==> config.mk <==
export PLATFORM = sky130hd
export DESIGN_NAME = sar_ctrl
export DESIGN_NICKNAME = d
export VERILOG_FILES = /design/src/rtl/sar_pkg.sv /design/src/rtl/sar_ctrl.sv
export SDC_FILE = /design/constraint.sdc
export NUM_CORES = 1
export LEC_CHECK = 0
export ABC_AREA = 1
export CORE_AREA = 5 5 42 44
export CTS_CLUSTER_DIAMETER = 120
export DETAILED_ROUTE_END_ITERATION = 8
export DIE_AREA = 0 0 47 49
export DONT_BUFFER_PORTS = 1
export GPL_TIMING_DRIVEN = 0
export RECOVER_POWER = 50
export SYNTH_ARGS = -nofsm -noshare
export SYNTH_HDL_FRONTEND = slang
export SYNTH_SLANG_ARGS = --single-unit
==> constraint.sdc <==
create_clock -name clock -period 1.2 [get_ports clock]
set_input_delay 0.36 -clock clock [delete_from_list [all_inputs] [get_ports clock]]
set_output_delay 0.36 -clock clock [all_outputs]
set_load 0.01 [all_outputs]
==> src/rtl/sar_pkg.sv <==
// ----------------------------------------------------------------------------
// sar_pkg
// Shared types, constants and codes for the sorted address range table.
// ----------------------------------------------------------------------------
package sar_pkg;

   localparam int MAX_RANGES  = 64;
   localparam int IDX_W       = $clog2(MAX_RANGES);
   localparam int CNT_W       = $clog2(MAX_RANGES + 1);
   localparam int ALIGN_BYTES = 4;
   localparam int ALIGN_W     = $clog2(ALIGN_BYTES);

   typedef logic [IDX_W-1:0] index_type;
   typedef logic [CNT_W-1:0] count_type;

   // Operation codes
   localparam logic [1:0] OP_INSERT = 2'd0;
   localparam logic [1:0] OP_QUERY  = 2'd1;
   localparam logic [1:0] OP_CLEAR  = 2'd2;

   // Result status codes
   localparam logic [1:0] ST_OK      = 2'd0;
   localparam logic [1:0] ST_INVALID = 2'd1;
   localparam logic [1:0] ST_OVERLAP = 2'd2;
   localparam logic [1:0] ST_FULL    = 2'd3;

   // Table read address selects
   localparam logic [2:0] RD_NONE  = 3'd0;
   localparam logic [2:0] RD_MID   = 3'd1;
   localparam logic [2:0] RD_PREV  = 3'd2;
   localparam logic [2:0] RD_NEXT  = 3'd3;
   localparam logic [2:0] RD_SHIFT = 3'd4;

   typedef struct packed {
      logic [1:0]  op;
      logic [31:0] address;
      logic [31:0] length;
      logic [31:0] fallback;
   } req_type;

   typedef struct packed {
      logic [1:0]  status;
      logic        contained;
      logic [31:0] hit_base;
      logic [31:0] hit_size;
      logic [31:0] skip;
      logic        entered_mid;
      logic [31:0] next_start;
   } rsp_type;

   typedef struct packed {
      logic [31:0] size;
      logic [31:0] base;
   } entry_type;

   typedef struct packed {
      logic       capture;
      logic [2:0] rd_sel;
      logic       step_search;
      logic       cap_prev;
      logic       clr_prev;
      logic       cap_next;
      logic       clr_next;
      logic       decide;
      logic       write_shift;
      logic       write_new;
      logic       load_rsp;
   } cmd_type;

   typedef struct packed {
      logic req_lookup;
      logic search_open;
      logic pos_nonzero;
      logic pos_below_count;
      logic insert_ok;
      logic shift_more;
   } sts_type;

endpackage

==> src/rtl/sar_ctrl.sv <==
// ----------------------------------------------------------------------------
// sar_ctrl
// Controller: sequences search, neighbor reads, decision, shifting and the
// result handoff for one transaction at a time.
// ----------------------------------------------------------------------------
module sar_ctrl (
   input  logic             clock,
   input  logic             reset,
   input  logic             req_valid,
   output logic             req_stall,
   output logic             rsp_valid,
   input  logic             rsp_stall,
   input  sar_pkg::sts_type sts,
   output sar_pkg::cmd_type cmd
);

   localparam logic [3:0] S_IDLE        = 4'd0;
   localparam logic [3:0] S_SEARCH      = 4'd1;
   localparam logic [3:0] S_SEARCH_WAIT = 4'd2;
   localparam logic [3:0] S_PREV        = 4'd3;
   localparam logic [3:0] S_PREV_WAIT   = 4'd4;
   localparam logic [3:0] S_NEXT        = 4'd5;
   localparam logic [3:0] S_NEXT_WAIT   = 4'd6;
   localparam logic [3:0] S_DECIDE      = 4'd7;
   localparam logic [3:0] S_SHIFT       = 4'd8;
   localparam logic [3:0] S_SHIFT_WAIT  = 4'd9;
   localparam logic [3:0] S_DONE        = 4'd10;

   logic [3:0] state_ff, state_in;
   logic       rsp_valid_ff, rsp_valid_in;
   logic       accept;

   assign req_stall = state_ff != S_IDLE;
   assign accept    = req_valid && !req_stall;

   always_comb begin
      state_in = state_ff;
      cmd      = '0;
      case (state_ff)
         S_IDLE: begin
            if (accept) begin
               cmd.capture = 1'b1;
               state_in    = sts.req_lookup ? S_SEARCH : S_DONE;
            end
         end
         S_SEARCH: begin
            if (sts.search_open) begin
               cmd.rd_sel = sar_pkg::RD_MID;
               state_in   = S_SEARCH_WAIT;
            end else begin
               state_in = S_PREV;
            end
         end
         S_SEARCH_WAIT: begin
            cmd.step_search = 1'b1;
            state_in        = S_SEARCH;
         end
         S_PREV: begin
            if (sts.pos_nonzero) begin
               cmd.rd_sel = sar_pkg::RD_PREV;
               state_in   = S_PREV_WAIT;
            end else begin
               cmd.clr_prev = 1'b1;
               state_in     = S_NEXT;
            end
         end
         S_PREV_WAIT: begin
            cmd.cap_prev = 1'b1;
            state_in     = S_NEXT;
         end
         S_NEXT: begin
            if (sts.pos_below_count) begin
               cmd.rd_sel = sar_pkg::RD_NEXT;
               state_in   = S_NEXT_WAIT;
            end else begin
               cmd.clr_next = 1'b1;
               state_in     = S_DECIDE;
            end
         end
         S_NEXT_WAIT: begin
            cmd.cap_next = 1'b1;
            state_in     = S_DECIDE;
         end
         S_DECIDE: begin
            cmd.decide = 1'b1;
            state_in   = sts.insert_ok ? S_SHIFT : S_DONE;
         end
         S_SHIFT: begin
            if (sts.shift_more) begin
               cmd.rd_sel = sar_pkg::RD_SHIFT;
               state_in   = S_SHIFT_WAIT;
            end else begin
               cmd.write_new = 1'b1;
               state_in      = S_DONE;
            end
         end
         S_SHIFT_WAIT: begin
            cmd.write_shift = 1'b1;
            state_in        = S_SHIFT;
         end
         S_DONE: begin
            // hold until the output register is free
            if (!rsp_valid_ff || !rsp_stall) begin
               cmd.load_rsp = 1'b1;
               state_in     = S_IDLE;
            end
         end
         default: begin
            state_in = S_IDLE;
         end
      endcase
   end

   always_comb begin
      if (cmd.load_rsp) begin
         rsp_valid_in = 1'b1;
      end else begin
         rsp_valid_in = rsp_valid_ff && rsp_stall;
      end
   end

   always_ff @(posedge clock) begin
      if (reset) begin
         state_ff     <= S_IDLE;
         rsp_valid_ff <= 1'b0;
      end else begin
         state_ff     <= state_in;
         rsp_valid_ff <= rsp_valid_in;
      end
   end

   assign rsp_valid = rsp_valid_ff;

   a_rsp_from_done: assert property (@(posedge clock) disable iff (reset)
      $rose(rsp_valid_ff) |-> ($past(state_ff) == S_DONE))
      else $error("result raised outside the handoff state");

   a_busy_after_accept: assert property (@(posedge clock) disable iff (reset)
      accept |=> (state_ff != S_IDLE))
      else $error("controller idle right after a transaction was taken");

endmodule

==> impl_metrics.env <==
export IMPL_outcome="finished, violations left"
export IMPL_period_share_pct=124.8
export IMPL_place_inst=95
export IMPL_final_common_cell="buf_4"
export IMPL_fin_nets=111
export IMPL_power_leakage_nw=0.4065
export IMPL_netlist_instances=79
export IMPL_dieArea_sq_um=2303
export IMPL_start_util_pct=31.70
export IMPL_rsz0062_at_grt="true"
export IMPL_remaining_drc_errors=0
export IMPL_worst_slew_margin_rel_pct=85.13
export IMPL_wl_per_cell_microns=13.44
export IMPL_nFillCells=126
export IMPL_finalNonFillerCells=116
export IMPL_antenna_left=0
export IMPL_drtPass1Iterations=4
export IMPL_die_width_microns=47
export IMPL_violations="negative setup slack"
export IMPL_layout_setup_ws_ns=-0.2981
export IMPL_io_pin_count=25
export IMPL_rows=14
export IMPL_via_count=583
export IMPL_hp_class="in -> reg"
export IMPL_area_delta_synth_final_pct=94.65
export IMPL_drt_iter0_markers=11
export IMPL_worst_slew_pin_slew_ns=0.2225
export IMPL_hold_violations=0
export IMPL_setup_viol=17
export IMPL_dp_slack_ns=-0.08788
export IMPL_ctsHoldBuffers=0
export IMPL_cp_data_arrival_time_ns=1.14
export IMPL_overflow=0
export IMPL_critical_path_class="reg -> out"
export IMPL_htreeDepth=1
export IMPL_antenna_cells=0
export IMPL_crit_fanout=7
export IMPL_cts_sinks=5
export IMPL_fin_worst_skew_ns=0.01170
export IMPL_vias_per_cell=5.026
export IMPL_place_gp_congestion=0.8611
export IMPL_synth_area_per_cell_sq_um=5.622
export IMPL_numCtsBuffers=3
export IMPL_dp_hpwl_microns=942.7
export IMPL_grt_usage_pct=13.32
export IMPL_die_h_microns=49
export IMPL_wl_mm=1.559
export IMPL_layout_common_cells="buf_4 (14), nor2_4 (9), nand2_1 (9)"
export IMPL_grt_pass1_vias=581
export IMPL_finalCriticalPeriod_ns=1.498
export IMPL_netlist_area_sq_um=444.2
export IMPL_powerDensity_nw_per_um2=2488
export IMPL_max_freq_ghz=0.6675
export IMPL_antenna_found_initial=0
export IMPL_drv_cap=0
export IMPL_final_util_pct=61.70
export IMPL_io_buffer_count=0
export IMPL_ys_seq_area_share_pct=22.54
export IMPL_cts_buffer_depth=2
export IMPL_yosysWarnings=0
export IMPL_cp_end_kind="output pin"
export IMPL_clk_latency_ns=0.25
export IMPL_crit_required_ns=0.84
export IMPL_coreArea_sq_um=1401
export IMPL_holdWs_ns=0.1550
export IMPL_drive_above_1_share_pct=73.00
export IMPL_clockRootBuffer="clkbuf_4"
export IMPL_tritoncts="done"
export IMPL_ir_drop_mv=1.260
export IMPL_synth_nets=89
export IMPL_ys_types=19
export IMPL_grt_max_degree=8
export IMPL_clkTransAtPathRegs_ns=0.06
export IMPL_drv_slew=0
export IMPL_grt_pass1_wl_mm=2.339
export IMPL_ys_ff_latch=5
export IMPL_start_kind="flip-flop"
## worst max-delay path, stage by stage, from the launching register on
cell and delay (ns):
dfxtp_4 0.37, nor2_4 0.22, buf_6 0.15, nand3_4 0.07, inv_4 0.07
## path summary, 6_finish.rpt
path                             startpoint  cells after the start          end  slack [ns]
worst min-delay path                  reset                      1  state_ff[1]        0.16
worst max-delay path            state_ff[3]                      4       cmd[6]       -0.30
worst min register to register    rsp_valid                      2    rsp_valid        0.52
worst max register to register  state_ff[3]                      8  state_ff[1]       -0.08
## metal layers
layer / GRT usage (%) / part of all wire (%) / vias up
met1: 16.30 / 39 / 268
met4: 6.912 / 3.4 / 0
met5: 0 / 0 / -
met3: 1.476 / 4.9 / 6
li1: - / - / 291
met2: 21.72 / 53 / 18
## cell families after synthesis
group           Yosys count  share of synthesized area (%)
simple gates             47                          49.86
compound gates            8                          11.27
flops                     5                          22.54
buf+inv                  19                          16.34
## power breakdown
part | internal (W) | leakage, nW | switching (W) | total (W)
registers | 0.000239 | 0.0434 | 0.000103 | 0.000342
logic | 0.000719 | 0.345 | 0.000887 | 0.00161
clock network | 0.000121 | 0.0177 | 0.0000820 | 0.000203
total | 0.00108 | 0.406 | 0.00107 | 0.00215
## cell usage after synthesis
cell,instances,area [sq um]
a21oi_1,3,15.01
a21oi_2,1,8.760
buf_2,1,5.000
dfxtp_1,5,100.1
inv_1,14,52.55
inv_2,4,15.01
nand2_1,18,67.56
nand2_2,1,6.260
nand3_1,11,55.05
nand3_2,1,10.01
nand3b_1,1,7.510
nand4_1,1,6.260
nor2_1,8,30.03
nor2_2,3,18.77
nor3_1,2,10.01
nor3_2,1,10.01
o21ai_0,2,10.01
o21ai_2,1,8.760
o21bai_1,1,7.510
## stage by stage
stage               instance area, sq um   power, W  setup TNS, ns
floorplan                          480.5  0.0009289              0
global placement                   500.5   0.001054        -0.4861
detailed placement                 500.5   0.001056        -0.5545
CTS                                683.2   0.001651         -3.181
global route                       864.6   0.002308         -4.398
finish                             864.6   0.002151         -3.487
## flip-flops by register name, summed over array words and instances (netlist names)
signal	flops
state_ff	4
rsp_valid	1
## what timing repair did
| action | in CTS | in global routing |
|---|---|---|
| pin swaps | 8 | 17 |
| setup endpoints to repair | 14 | 17 |
| gates resized for setup | 29 | 32 |
| buffers inserted | 10 | 8 |
## cell type report
cell class	count	area [sq um]	area share [%]
multi-input combinational	55	460.4	53.26
timing repair buffer	17	138.9	16.06
sequential	5	112.6	13.02
inverter	18	85.08	9.841
clock buffer	3	22.52	2.605
buffer	1	20.02	2.315
tap	16	20.02	2.315
clock inverter	1	5.005	0.5789
(Power assumes the default switching activity.)
